===== src/crcfr_pkg.sv =====
// ----------------------------------------------------------------------------
// crcfr_pkg
// Shared types, constants and the CRC16 byte step of the framed packet
// receiver.
// ----------------------------------------------------------------------------
package crcfr_pkg;

   // Event queue between the front and the back.
   localparam int QUEUE_DEPTH = 4;
   localparam int QPTR_W      = $clog2(QUEUE_DEPTH);
   localparam int QCNT_W      = $clog2(QUEUE_DEPTH + 1);

   // Width of the idle tick counter and of the timeout register.
   localparam int TIMEOUT_BITS = 24;

   // Configuration register indexes.
   localparam logic [1:0] CSR_START_BYTE = 2'd0;
   localparam logic [1:0] CSR_MAX_LEN    = 2'd1;
   localparam logic [1:0] CSR_TIMEOUT    = 2'd2;

   // Configuration reset values.
   localparam logic [7:0]              START_BYTE_RST = 8'hAA;
   localparam logic [7:0]              MAX_LEN_RST    = 8'd68;
   localparam logic [TIMEOUT_BITS-1:0] TIMEOUT_RST    = TIMEOUT_BITS'(200000);

   // Result kinds and end status codes.
   localparam logic       KIND_PAYLOAD = 1'b0;
   localparam logic       KIND_END     = 1'b1;
   localparam logic [1:0] STATUS_OK       = 2'd0;
   localparam logic [1:0] STATUS_CRC_BAD  = 2'd1;
   localparam logic [1:0] STATUS_TIMEOUT  = 2'd2;
   localparam logic [1:0] STATUS_TOO_LONG = 2'd3;

   // Input op codes.
   localparam logic OP_BYTE = 1'b0;
   localparam logic OP_TICK = 1'b1;

   // CRC16-CCITT parameters.
   localparam logic [15:0] CRC_INIT = 16'hFFFF;
   localparam logic [15:0] CRC_POLY = 16'h1021;
   localparam logic [15:0] CRC_MSB  = 16'h8000;

   // One classified event as the front hands it to the back.
   typedef struct packed {
      logic       is_tick;
      logic [7:0] rx_byte;
   } evt_type;

   // Head of the event queue.
   typedef struct packed {
      logic    valid;
      evt_type evt;
   } head_type;

   // CRC16 update by one byte, MSB first.
   function automatic logic [15:0] crc_step(input logic [15:0] crc,
                                            input logic [7:0]  data);
      logic [15:0] c;
      c = crc ^ {data, 8'h00};
      for (int k = 0; k < 8; k++) begin
         if ((c & CRC_MSB) != 16'h0000) begin
            c = {c[14:0], 1'b0} ^ CRC_POLY;
         end else begin
            c = {c[14:0], 1'b0};
         end
      end
      return c;
   endfunction

endpackage


===== src/crcfr_queue.sv =====
// ----------------------------------------------------------------------------
// crcfr_queue
// Front of the receiver: accepts input events, classifies them as byte or
// tick and holds them in a short queue for the frame engine.
// ----------------------------------------------------------------------------
module crcfr_queue
   import crcfr_pkg::*;
(
   input  logic       clock,
   input  logic       reset,
   input  logic       req_valid,
   output logic       req_stall,
   input  logic       req_op,
   input  logic [7:0] req_rx_byte,
   output head_type   head,
   input  logic       pop
);

   evt_type           mem_ff [QUEUE_DEPTH];
   logic [QPTR_W-1:0] wr_ptr_ff, wr_ptr_in;
   logic [QPTR_W-1:0] rd_ptr_ff, rd_ptr_in;
   logic [QCNT_W-1:0] count_ff, count_in;
   logic              push;
   evt_type           push_evt;

   assign req_stall = (count_ff == QCNT_W'(QUEUE_DEPTH));
   assign push      = req_valid && !req_stall;

   always_comb begin
      push_evt.is_tick = (req_op == OP_TICK);
      push_evt.rx_byte = req_rx_byte;
   end

   always_comb begin
      wr_ptr_in = push ? wr_ptr_ff + 1'b1 : wr_ptr_ff;
      rd_ptr_in = pop  ? rd_ptr_ff + 1'b1 : rd_ptr_ff;
      count_in  = count_ff;
      if (push && !pop) begin
         count_in = count_ff + 1'b1;
      end else if (pop && !push) begin
         count_in = count_ff - 1'b1;
      end
   end

   always_ff @(posedge clock) begin
      if (reset) begin
         wr_ptr_ff <= '0;
         rd_ptr_ff <= '0;
         count_ff  <= '0;
      end else begin
         wr_ptr_ff <= wr_ptr_in;
         rd_ptr_ff <= rd_ptr_in;
         count_ff  <= count_in;
      end
   end

   always_ff @(posedge clock) begin
      if (push) begin
         mem_ff[wr_ptr_ff] <= push_evt;
      end
   end

   assign head.valid = (count_ff != '0);
   assign head.evt   = mem_ff[rd_ptr_ff];

`ifndef SYNTHESIS
   a_pop_not_empty: assert property (@(posedge clock) disable iff (reset)
      pop |-> count_ff != '0)
      else $error("queue popped while empty");

   a_count_bound: assert property (@(posedge clock) disable iff (reset)
      count_ff <= QCNT_W'(QUEUE_DEPTH))
      else $error("queue count above depth");

   a_ptr_track: assert property (@(posedge clock) disable iff (reset)
      (count_ff == '0) |-> (wr_ptr_ff == rd_ptr_ff))
      else $error("empty queue with unequal pointers");
`endif

endmodule


===== src/crcfr_engine.sv =====
// ----------------------------------------------------------------------------
// crcfr_engine
// Back of the receiver: runs the deframing state machine on queued events,
// keeps the running CRC and the idle count, holds the configuration
// registers and drives the result register.
// ----------------------------------------------------------------------------
module crcfr_engine
   import crcfr_pkg::*;
(
   input  logic       clock,
   input  logic       reset,
   input  head_type   head,
   output logic       pop,
   input  logic       csr_valid,
   input  logic [1:0] csr_index,
   input  logic [23:0] csr_wdata,
   output logic       rsp_valid,
   input  logic       rsp_stall,
   output logic       rsp_kind,
   output logic [7:0] rsp_command,
   output logic [7:0] rsp_length,
   output logic [7:0] rsp_data,
   output logic [7:0] rsp_byte_index,
   output logic [1:0] rsp_status
);

   localparam logic [2:0] PH_HUNT   = 3'd0;
   localparam logic [2:0] PH_CMD    = 3'd1;
   localparam logic [2:0] PH_LEN    = 3'd2;
   localparam logic [2:0] PH_DATA   = 3'd3;
   localparam logic [2:0] PH_CRC_HI = 3'd4;
   localparam logic [2:0] PH_CRC_LO = 3'd5;

   localparam logic [TIMEOUT_BITS-1:0] IDLE_MAX = '1;

   // Configuration.
   logic [7:0]              start_byte_ff;
   logic [7:0]              max_len_ff;
   logic [TIMEOUT_BITS-1:0] timeout_ff;

   // Frame state.
   logic [2:0]              phase_ff, phase_in;
   logic [15:0]             crc_ff, crc_in;
   logic [7:0]              command_ff, command_in;
   logic [7:0]              length_ff, length_in;
   logic [7:0]              count_ff, count_in;
   logic [7:0]              check_hi_ff, check_hi_in;
   logic [TIMEOUT_BITS-1:0] idle_ff, idle_in;

   // Result register.
   logic       rsp_valid_ff, rsp_valid_in;
   logic       kind_ff, kind_in;
   logic [7:0] rcmd_ff, rcmd_in;
   logic [7:0] rlen_ff, rlen_in;
   logic [7:0] data_ff, data_in;
   logic [7:0] index_ff, index_in;
   logic [1:0] status_ff, status_in;

   logic                    out_free;
   logic                    emit;
   logic                    in_frame;
   logic [7:0]              b;
   logic [15:0]             crc_next;
   logic [TIMEOUT_BITS-1:0] idle_inc;
   logic [7:0]              count_inc;

   // A new event is taken whenever the result register is empty or its
   // result leaves in this cycle.
   assign out_free = !rsp_valid_ff || !rsp_stall;
   assign pop      = head.valid && out_free;

   assign b         = head.evt.rx_byte;
   assign crc_next  = crc_step(crc_ff, b);
   assign idle_inc  = (idle_ff < IDLE_MAX) ? idle_ff + 1'b1 : idle_ff;
   assign count_inc = count_ff + 1'b1;
   assign in_frame  = (phase_ff >= PH_CMD) && (phase_ff <= PH_CRC_LO);

   always_comb begin
      phase_in    = phase_ff;
      crc_in      = crc_ff;
      command_in  = command_ff;
      length_in   = length_ff;
      count_in    = count_ff;
      check_hi_in = check_hi_ff;
      idle_in     = idle_ff;
      emit        = 1'b0;
      kind_in     = kind_ff;
      data_in     = data_ff;
      index_in    = index_ff;
      status_in   = status_ff;

      if (pop) begin
         if (!in_frame) begin
            phase_in = PH_HUNT;
         end
         if (head.evt.is_tick) begin
            if (in_frame) begin
               idle_in = idle_inc;
               if (idle_inc > timeout_ff) begin
                  emit      = 1'b1;
                  kind_in   = KIND_END;
                  status_in = STATUS_TIMEOUT;
                  phase_in  = PH_HUNT;
                  idle_in   = '0;
               end
            end
         end else begin
            idle_in = '0;
            case (phase_ff)
               PH_CMD: begin
                  command_in = b;
                  crc_in     = crc_next;
                  phase_in   = PH_LEN;
               end
               PH_LEN: begin
                  length_in = b;
                  crc_in    = crc_next;
                  if (b > max_len_ff) begin
                     emit      = 1'b1;
                     kind_in   = KIND_END;
                     status_in = STATUS_TOO_LONG;
                     phase_in  = PH_HUNT;
                  end else begin
                     count_in = '0;
                     phase_in = (b == 8'd0) ? PH_CRC_HI : PH_DATA;
                  end
               end
               PH_DATA: begin
                  crc_in    = crc_next;
                  count_in  = count_inc;
                  emit      = 1'b1;
                  kind_in   = KIND_PAYLOAD;
                  status_in = STATUS_OK;
                  data_in   = b;
                  index_in  = count_ff;
                  if (count_inc >= length_ff) begin
                     phase_in = PH_CRC_HI;
                  end
               end
               PH_CRC_HI: begin
                  check_hi_in = b;
                  phase_in    = PH_CRC_LO;
               end
               PH_CRC_LO: begin
                  emit      = 1'b1;
                  kind_in   = KIND_END;
                  status_in = ({check_hi_ff, b} == crc_ff) ? STATUS_OK : STATUS_CRC_BAD;
                  phase_in  = PH_HUNT;
               end
               default: begin
                  if (b == start_byte_ff) begin
                     phase_in    = PH_CMD;
                     crc_in      = CRC_INIT;
                     command_in  = '0;
                     length_in   = '0;
                     count_in    = '0;
                     check_hi_in = '0;
                  end
               end
            endcase
         end
      end

      if (emit && kind_in == KIND_END) begin
         data_in  = '0;
         index_in = '0;
      end
      rcmd_in = command_in;
      rlen_in = length_in;

      if (pop) begin
         rsp_valid_in = emit;
      end else if (!rsp_stall) begin
         rsp_valid_in = 1'b0;
      end else begin
         rsp_valid_in = rsp_valid_ff;
      end
   end

   always_ff @(posedge clock) begin
      if (reset) begin
         start_byte_ff <= START_BYTE_RST;
         max_len_ff    <= MAX_LEN_RST;
         timeout_ff    <= TIMEOUT_RST;
      end else if (csr_valid) begin
         case (csr_index)
            CSR_START_BYTE: start_byte_ff <= csr_wdata[7:0];
            CSR_MAX_LEN:    max_len_ff    <= csr_wdata[7:0];
            CSR_TIMEOUT:    timeout_ff    <= csr_wdata[TIMEOUT_BITS-1:0];
            default: begin
            end
         endcase
      end
   end

   always_ff @(posedge clock) begin
      if (reset) begin
         phase_ff     <= PH_HUNT;
         crc_ff       <= CRC_INIT;
         command_ff   <= '0;
         length_ff    <= '0;
         count_ff     <= '0;
         check_hi_ff  <= '0;
         idle_ff      <= '0;
         rsp_valid_ff <= 1'b0;
      end else begin
         phase_ff     <= phase_in;
         crc_ff       <= crc_in;
         command_ff   <= command_in;
         length_ff    <= length_in;
         count_ff     <= count_in;
         check_hi_ff  <= check_hi_in;
         idle_ff      <= idle_in;
         rsp_valid_ff <= rsp_valid_in;
      end
   end

   always_ff @(posedge clock) begin
      if (emit) begin
         kind_ff   <= kind_in;
         rcmd_ff   <= rcmd_in;
         rlen_ff   <= rlen_in;
         data_ff   <= data_in;
         index_ff  <= index_in;
         status_ff <= status_in;
      end
   end

   assign rsp_valid      = rsp_valid_ff;
   assign rsp_kind       = kind_ff;
   assign rsp_command    = rcmd_ff;
   assign rsp_length     = rlen_ff;
   assign rsp_data       = data_ff;
   assign rsp_byte_index = index_ff;
   assign rsp_status     = status_ff;

`ifndef SYNTHESIS
   a_hunt_idle_zero: assert property (@(posedge clock) disable iff (reset)
      (phase_ff == PH_HUNT) |-> (idle_ff == '0))
      else $error("idle count running while hunting");

   a_end_returns_hunt: assert property (@(posedge clock) disable iff (reset)
      (emit && kind_in == KIND_END) |=> (phase_ff == PH_HUNT))
      else $error("frame end did not return to hunting");

   a_payload_fields: assert property (@(posedge clock) disable iff (reset)
      (rsp_valid_ff && kind_ff == KIND_PAYLOAD) |->
         (status_ff == STATUS_OK && index_ff < rlen_ff))
      else $error("payload result with bad status or index");
`endif

endmodule


===== src/crc16_framed_packet_receiver_core.sv =====
// ----------------------------------------------------------------------------
// crc16_framed_packet_receiver_core
// Deframer for start / command / length / payload / CRC16 frames arriving as
// serial bytes and tick events; forwards payload cut-through and closes each
// frame with one status result.
// ----------------------------------------------------------------------------
//   Channel  Direction  Handshake            Payload
//   req_     in         req_valid/req_stall  op, rx_byte
//   rsp_     out        rsp_valid/rsp_stall  kind, command, length, data,
//                                            byte_index, status
//   csr_     in         csr_valid/csr_ready  index, wdata (ready always high)
//
// One event per cycle is sustained while the result side does not stall.
// An event is written into the four-entry event queue at its transfer; the
// frame engine with its unrolled eight-bit CRC step then takes it from the
// queue head and loads its result into the result register, which holds it
// until it transfers. Reset is synchronous and active high.
// A stall on the result side fills the queue, which then stalls the input.
// ----------------------------------------------------------------------------
module crc16_framed_packet_receiver_core
   import crcfr_pkg::*;
(
   input  logic        clock,
   input  logic        reset,
   input  logic        req_valid,
   output logic        req_stall,
   input  logic        req_op,
   input  logic [7:0]  req_rx_byte,
   output logic        rsp_valid,
   input  logic        rsp_stall,
   output logic        rsp_kind,
   output logic [7:0]  rsp_command,
   output logic [7:0]  rsp_length,
   output logic [7:0]  rsp_data,
   output logic [7:0]  rsp_byte_index,
   output logic [1:0]  rsp_status,
   input  logic        csr_valid,
   output logic        csr_ready,
   input  logic [1:0]  csr_index,
   input  logic [23:0] csr_wdata
);

   head_type head;
   logic     pop;

   assign csr_ready = 1'b1;

   crcfr_queue u_queue (
      .clock       (clock),
      .reset       (reset),
      .req_valid   (req_valid),
      .req_stall   (req_stall),
      .req_op      (req_op),
      .req_rx_byte (req_rx_byte),
      .head        (head),
      .pop         (pop)
   );

   crcfr_engine u_engine (
      .clock          (clock),
      .reset          (reset),
      .head           (head),
      .pop            (pop),
      .csr_valid      (csr_valid),
      .csr_index      (csr_index),
      .csr_wdata      (csr_wdata),
      .rsp_valid      (rsp_valid),
      .rsp_stall      (rsp_stall),
      .rsp_kind       (rsp_kind),
      .rsp_command    (rsp_command),
      .rsp_length     (rsp_length),
      .rsp_data       (rsp_data),
      .rsp_byte_index (rsp_byte_index),
      .rsp_status     (rsp_status)
   );

endmodule


===== config.mk =====
export PLATFORM = sky130hd
export DESIGN_NAME = crc16_framed_packet_receiver_core
export DESIGN_NICKNAME = d
export VERILOG_FILES = /design/src/crcfr_pkg.sv /design/src/crcfr_queue.sv /design/src/crcfr_engine.sv /design/src/crc16_framed_packet_receiver_core.sv
export SDC_FILE = /design/constraint.sdc
export NUM_CORES = 1
export LEC_CHECK = 0
export BUFFER_PORTS_ARGS = -buffer_cell sky130_fd_sc_hd__buf_2
export CORE_MARGIN = 5
export CORE_UTILIZATION = 45
export DETAILED_ROUTE_END_ITERATION = 7
export GPL_TIMING_DRIVEN = 1
export PLACE_DENSITY = 0.74
export REMOVE_ABC_BUFFERS = 1
export SYNTH_ARGS = -nofsm -noshare
export SYNTH_HDL_FRONTEND = slang
export SYNTH_SLANG_ARGS = --single-unit

===== constraint.sdc =====
create_clock -name clock -period 5.7 [get_ports clock]
set_clock_uncertainty 0.15 [all_clocks]
set_input_delay 0.57 -clock clock [delete_from_list [all_inputs] [get_ports clock]]
set_output_delay 0.57 -clock clock [all_outputs]
set_load 0.02 [all_outputs]

## Word level (Yosys, flattened, before mapping)

Memories as Yosys holds them, arrays and structs flattened. A register that Yosys moved wholly into a read port is not among the register bits.
Index checks and enable logic that the tools add are counted.

- Bitwise operators: 13
- Order comparisons: 6
- Shift operators: 0
- Equality and inequality tests: 16
- Divide/modulo/power cells: 0
- Add/sub/neg operators: 6
- Reduce and logical (&&, ||, !) cells: 38
- Muxes and demuxes: 67
- Multipliers: 0

Operators with widths:

| cell | count |
|---|---|
| 8-bit 2-to-1 mux | 14 |
| 13-bit 2-to-1 mux | 8 |
| 24-bit 2-to-1 mux | 4 |
| 8-bit one-hot mux with 2 select lines | 3 |
| 16-bit one-hot mux with 2 select lines | 1 |
| 3-bit 2-to-1 mux | 10 |
| 24-bit by 1-bit adder with 24-bit output, second input constant | 1 |
| 24-bit > comparator | 1 |
| 24-bit < comparator, second input constant | 1 |
| 3-bit NOT | 8 |
| 8-bit one-hot mux with 3 select lines | 1 |
| 16-bit equality test | 1 |
| 16-bit 2-to-1 mux | 1 |
| 16-bit bitwise XOR | 1 |
| 1-bit 2-to-1 mux | 15 |
| 3-bit one-hot mux with 5 select lines | 1 |
| 2-bit 2-to-1 mux | 6 |
| 4-bit AND reduction | 3 |
| 4-bit OR reduction | 3 |
| 2-bit nonzero test | 5 |
| 3-bit equality test, second input constant | 3 |
| 8-bit by 1-bit adder with 8-bit output, second input constant | 1 |
| 8-bit equality test | 1 |
| 8-bit greater-or-equal comparator | 1 |
| 29 further kinds | 52 |

- Memory bits (writable): 36
- Logic and storage cells: 167
- Bits in read-only memories: 0
- Output and inout port bits: 38
- Input bits: 40
- Latch bits: 0
- Bits in registers: 158
- Memories: 1

Memory list:

| name | depth | bits a word | read ports | clocked after Yosys merged registers in | wr ports | RTL line | RTL |
|---|---|---|---|---|---|---|---|
| u_queue.mem_ff | 4 | 9 | 1 | 1 | 1 | crcfr_queue.sv:19 | `evt_type mem_ff [QUEUE_DEPTH];` |

## Longest topological paths before layout

- Depth after elaboration: 18
- Depth in mapped cells: 18
- Gate-level depth less buffers: 16

## By module

From an unflattened synthesis, not the netlist that was laid out.

- Cells, all modules: 963
- Area, all modules: 9615.5 sq um

By module, submodules not included:

| module | cells an instance | instances | sequential area each (sq um) | area an instance (sq um) |
|---|---|---|---|---|
| crcfr_engine | 866 | 1 | 3373.2 | 7841.3 |
| crcfr_queue | 95 | 1 | 1261.2 | 1762.9 |
| crc16_framed_packet_receiver_core | 2 | 1 | 0.0 | 11.3 |

## Worst setup path after synthesis

Ideal clock, no wire load.

- Path type: reg-to-reg
- Start: register u_engine.idle_ff[0]
- End: register u_engine.index_ff[0], in the netlist u_engine.rsp_byte_index[0], enable pin
- Required time: 5.141 ns
- Path buffers: 2
- Setup slack: 0.816 ns
- Period minus slack after synthesis: 4.884 ns
- Arrival time: 4.325 ns
- Setup time: 0.409 ns
- Stages on the path, launching flop included: 16
- Cell sequence: dfxtp_1 > ha_1 > nand2_1 > or2_2 > nor3_1 > clkbuf_1 > nor3_1 > and2_1 > xor2_1 > ha_1 > nand4_1 > nor4_1 > o31a_1 > o21bai_2 > clkbuf_1 > nor3_1

- Cells in the longest elaborated chain, start to end: 10
- Elaborated cells on any way between the ends: 17
- Classes of those cells: add/sub (1); order compare (2); eq/ne (1); mux (9); reduce/logical (4)

Ends and longest elaborated chain:

| what | RTL line | RTL |
|---|---|---|
| from (decl) | crcfr_engine.sv:48 | `logic [TIMEOUT_BITS-1:0] idle_ff, idle_in;` |
| from (signal assigned) | crcfr_engine.sv:213 | `idle_ff <= idle_in;` |
| 24-bit by 1-bit adder with 24-bit output / 24-bit < comparator (equally long branches) | crcfr_engine.sv:74 | `assign idle_inc = (idle_ff < IDLE_MAX) ? idle_ff + 1'b1 : idle_ff;` |
| 24-bit 2-to-1 mux (*) | crcfr_engine.sv:74 |  |
| 24-bit > comparator (*) | crcfr_engine.sv:99 | `if (idle_inc > timeout_ff) begin` |
| 1-bit 2-to-1 mux | crcfr_engine.sv:99 |  |
| 1-bit 2-to-1 mux | crcfr_engine.sv:97 | `if (in_frame) begin` |
| 1-bit 2-to-1 mux | crcfr_engine.sv:96 | `if (head.evt.is_tick) begin` |
| 1-bit 2-to-1 mux | crcfr_engine.sv:92 | `if (pop) begin` |
| 1-bit logical AND | crcfr_engine.sv:164 | `if (emit && kind_in == KIND_END) begin` |
| 2-bit by 1-bit inequality test with 1-bit output (no line) / 2-bit nonzero test (equally long branches) | -- |  |
| 4-bit AND reduction (no line) (*) | -- |  |
| to (signal assigned) | crcfr_engine.sv:224 | `index_ff <= index_in;` |
| to (decl) | crcfr_engine.sv:56 | `logic [7:0] index_ff, index_in;` |

Every way passes the cells marked *; elsewhere a longest branch is shown, timed or not.
A chain may end at the register's enable or synchronous reset.

## Worst setup path after layout

- Start: register u_engine.idle_ff[0]
- End: register u_engine.idle_ff[0]

- Cells in the longest elaborated chain, start to end: 6
- Elaborated cells on any way between the ends: 7
- Classes of those cells: add/sub (1); order compare (2); mux (4)

Ends and longest elaborated chain:

| what | RTL line |
|---|---|
| 24-bit by 1-bit adder with 24-bit output / 24-bit < comparator (equally long branches) | crcfr_engine.sv:74 |
| 24-bit 2-to-1 mux (*) | crcfr_engine.sv:74 |
| 24-bit > comparator | crcfr_engine.sv:99 |
| 24-bit 2-to-1 mux (*) | crcfr_engine.sv:99 |
| 24-bit 2-to-1 mux (*) | crcfr_engine.sv:97 |
| 24-bit 2-to-1 mux (*) | crcfr_engine.sv:96 |

Every way passes the cells marked *; elsewhere a longest branch is shown, timed or not. The select of a mux whose other input is x is not followed.

==> out/summary.txt <==
Run status = finished, final reports clean
Mean Syn Cell Area = 10.2 um^2
Post-CTS setup repair buffer count = 0
Global-route track usage on met2 = 27.9%
Routed wire per std cell = 16.8 um
Busiest layer in global routing = met2
I/O Buffers = 76
Number of synthesized register bits = 196
Global routing usage on met3 = 3.68%
Leakage dissipation = 4.04 nW
Critical path class = register to register
Slack of the critical path = 0.920 ns
Synth top area cells = sky130_fd_sc_hd__dfxtp_1 26%, sky130_fd_sc_hd__edfxtp_1 22%, sky130_fd_sc_hd__ha_1 6.1%
Clock-pin transition on the worst setup and hold timing paths = 0.07 ns
Vertical extent of the die = 156 um
Data arrival at the endpoint of the critical path = 4.98 ns
Total global-route track usage = 17.9%
Number of vias in the routed layout = 7,062
Post-Route Hold Slack = 0.196 ns
Number of global-route vias before repair = 6,843
Setup_tns = 0 ns
Share of layout cells above drive strength 1 = 14.0%
Std-Cell Rows = 53
Share of the cycle needed by the critical path after routing = 83.9%
Area overhead of the layout relative to synthesis = 12.1%
CTS tree = yes
Drt total wl = 21,600 um
Worst slew slack as a fraction of its limit = 20.7%
TritonCTS buffer count = 17
Synthesized-area fraction occupied by and/or/nand/nor cells = 14.7%
Cell area reported after detailed placement = 10,200 um^2
Startpoint types = register
Area taken by flip-flops and latches = 4630 um^2
Maximum net fanout on the critical path = 21
Detail Route Antenna Nets = 0
Combined area of the multi-input logic cells = 4550 um^2
Final hold viol count = 0
Mux contribution to synthesized area = 3.96%
Peak ir drop on the vdd network = 0.224 mV
RSZ-0062 raised after global routing = no
Count of different cell masters after synthesis = 69
H-Tree Level Count = 4
Fillers = 1,884
Worst slack after detailed placement = 1.04 ns
Via density per instance = 5.49
Clock tree sinks = 196
Worst-Skew Late Latency = 0.44 ns
Global routing usage on met1 = 24.4%
Peak Freq = 209 MHz
I/O pins = 78
Max Buffers Root-to-Sink = 2
Largest family of logic cells by synthesized area = simple AND/OR/NAND/NOR gates
Initial cell density of the core = 45.8%
CP Data Required Time = 5.90 ns
Global-route wire length before repair = 35,000 um
Primary flip-flop cell chosen by synthesis mapping = sky130_fd_sc_hd__dfxtp_1
Finish-stage setup viols = 0
Detailed-router iteration count before antenna repair = 5
Cell taking the most area after synthesis = sky130_fd_sc_hd__dfxtp_1
DP Wirelength = 15,100 um
Areal power density over the cells = 371 nW/um^2
Sequential-to-total area share from yosys stat = 48.1%
Cts-stage hold buffer count = 0
Number of antenna violations at the first check in global routing = 2
Most repeated cell in the gate-level netlist after synthesis = sky130_fd_sc_hd__dfxtp_1
Synthesized instance count = 942
Die area = 24,400 um^2
Number of synthesized flops with an enable pin = 71
Post-layout nets = 1,086
Cell area after layout = 10,800 um^2
Width of the die = 156 um
Yosys top cell area share = 26.0%
Fraction of synthesis flops using an asynchronous set or reset pin = 0%
Adder-cell share of the synthesized area = 6.32%
Post-layout minimum cycle time = 4.78 ns
Total DRC errors in the routed layout = 0
Type of destination of the critical path = register
Starting DRC count in detailed routing = 521
Measured slew at the worst slew-check pin = 1.19 ns
Post-cts sizing count = 0
Clock root buffer = sky130_fd_sc_hd__clkbuf_16
Commonest cells in the synthesized netlist = 125 x sky130_fd_sc_hd__dfxtp_1, 96 x sky130_fd_sc_hd__nand2_1, 71 x sky130_fd_sc_hd__edfxtp_1
Max Slew Vio Count = 0
Weighted congestion reported at the end of routability-driven placement = 0.914
Area of the core = 21,000 um^2
Pin count of the biggest net entering global routing = 54
Max_cap viols = 0
Cell area after technology mapping = 9630 um^2
Hold WC Path Type = input port to register
Parity-gate share of the synthesized area counting xor and xnor cells = 8.37%
Synthesized-area fraction occupied by ao, oa, aoi and oai cells = 13.7%
Overflow after GRT = 0
Total number of yosys warnings = 0
==> final timing paths <==
| check | start | to | slack (ns) | cells after the start |
|---|---|---|---|---|
| worst max-delay path | u_engine.idle_ff[0] | u_engine.idle_ff[0] | 0.92 | 16 |
| worst min-delay path | req_rx_byte[0] | u_queue.mem_ff[1][0] | 0.20 | 1 |
| worst max register to register | u_engine.idle_ff[0] | u_engine.idle_ff[0] | 0.92 | 16 |
| worst min register to register | u_engine.timeout_ff[5] | u_engine.timeout_ff[5] | 0.31 | 2 |
==> cells by family (layout without fill, tap and decap cells) <==
group | Yosys count | after routing
AND/OR/NAND/NOR | 290 | 290
flip-flops | 196 | 196
AO/OA/AOI/OAI | 184 | 184
buffers and inverters | 105 | 174
XOR/XNOR | 92 | 92
adder cells (fa/ha/maj) | 48 | 48
multiplexers | 26 | 26
other | 1 | 2
==> flip-flops by register name, summed over array words and instances, names as in the netlist, named ones only <==
| signal | flops |
|---|---|
| u_queue.wr_ptr_ff | 2 |
| u_engine.command_ff | 8 |
| u_engine.rsp_command | 8 |
| u_engine.check_hi_ff | 8 |
| u_engine.max_len_ff | 8 |
| u_queue.mem_ff | 36 |
| u_engine.rsp_data | 8 |
| u_engine.idle_ff | 24 |
| u_engine.count_ff | 8 |
| u_engine.rsp_byte_index | 8 |
| u_engine.rsp_valid | 1 |
| u_engine.start_byte_ff | 8 |
| u_engine.length_ff | 8 |
| u_engine.crc_ff | 16 |
| u_engine.rsp_length | 8 |
| u_engine.rsp_kind | 1 |
| u_queue.count_ff | 3 |
| u_engine.timeout_ff | 24 |
| u_engine.rsp_status | 2 |
| u_queue.rd_ptr_ff | 2 |
| u_engine.phase_ff | 3 |
==> report_power, final <==
part | switching (W) | internal, W | total, W | leakage, nW
Sequential | 0.0000704 | 0.00158 | 0.00165 | 1.64
Clock | 0.000576 | 0.000629 | 0.00120 | 0.294
Combinational | 0.000751 | 0.000398 | 0.00115 | 2.11
Total | 0.00140 | 0.00261 | 0.00401 | 4.04
==> stage by stage <==
stage          utilization (%)  total power, W  cells
6_report                  51.3         0.00401   1287
3_5_place_dp              48.5         0.00283   1254
2_1_floorplan                -         0.00247    894
4_1_cts                   51.3         0.00403   1286
3_3_place_gp              48.5         0.00280   1254
5_1_grt                   51.3         0.00420   1286
==> worst max-delay path, stage by stage (launching register included) <==
cell	delay (ns)
sky130_fd_sc_hd__dfxtp_1	0.44
sky130_fd_sc_hd__ha_1	0.24
sky130_fd_sc_hd__nand2_1	0.06
sky130_fd_sc_hd__or2_2	0.30
sky130_fd_sc_hd__nor3_1	0.87
sky130_fd_sc_hd__nor3_1	0.29
sky130_fd_sc_hd__and2_1	0.29
sky130_fd_sc_hd__xor2_1	0.15
sky130_fd_sc_hd__ha_1	0.31
sky130_fd_sc_hd__a21oi_1	0.16
sky130_fd_sc_hd__o21ai_0	0.10
sky130_fd_sc_hd__a21oi_1	0.15
sky130_fd_sc_hd__o211ai_1	0.13
sky130_fd_sc_hd__o21bai_2	0.37
sky130_fd_sc_hd__buf_4	0.33
sky130_fd_sc_hd__nand3_1	0.12
sky130_fd_sc_hd__a31oi_1	0.24
==> routing by layer <==
layer | up-vias | wire length, um
met1 | 3333 | 9920
met5 | - | 27
met3 | 34 | 1410
met2 | 214 | 9790
met4 | 4 | 435
li1 | 3477 | -
==> cell usage in the layout, fill, tap and decap left out, types with 17 or more instances in the layout <==
master,count
sky130_fd_sc_hd__buf_2,76
sky130_fd_sc_hd__ha_1,47
sky130_fd_sc_hd__nor2_1,69
sky130_fd_sc_hd__clkbuf_16,17
sky130_fd_sc_hd__a21oi_1,57
sky130_fd_sc_hd__nand2_1,96
sky130_fd_sc_hd__a22o_1,25
sky130_fd_sc_hd__o21ai_0,17
sky130_fd_sc_hd__a32o_1,21
sky130_fd_sc_hd__inv_1,55
sky130_fd_sc_hd__xnor2_1,57
sky130_fd_sc_hd__edfxtp_1,71
sky130_fd_sc_hd__nand3_1,17
sky130_fd_sc_hd__dfxtp_1,125
sky130_fd_sc_hd__nor3_1,17
sky130_fd_sc_hd__xor2_1,35
==> final cells by class <==
cell class | instances | area share (%)
clock buffers | 17 | 3.94
multi-input cells | 641 | 42.1
flip-flops and latches | 196 | 42.9
well taps | 275 | 3.19
diodes | 1 | 0.0232
inverters | 57 | 1.98
repair buffers | 85 | 4.15
clock inverters | 15 | 1.62
Note: power is estimated with default switching activity, not from simulation.
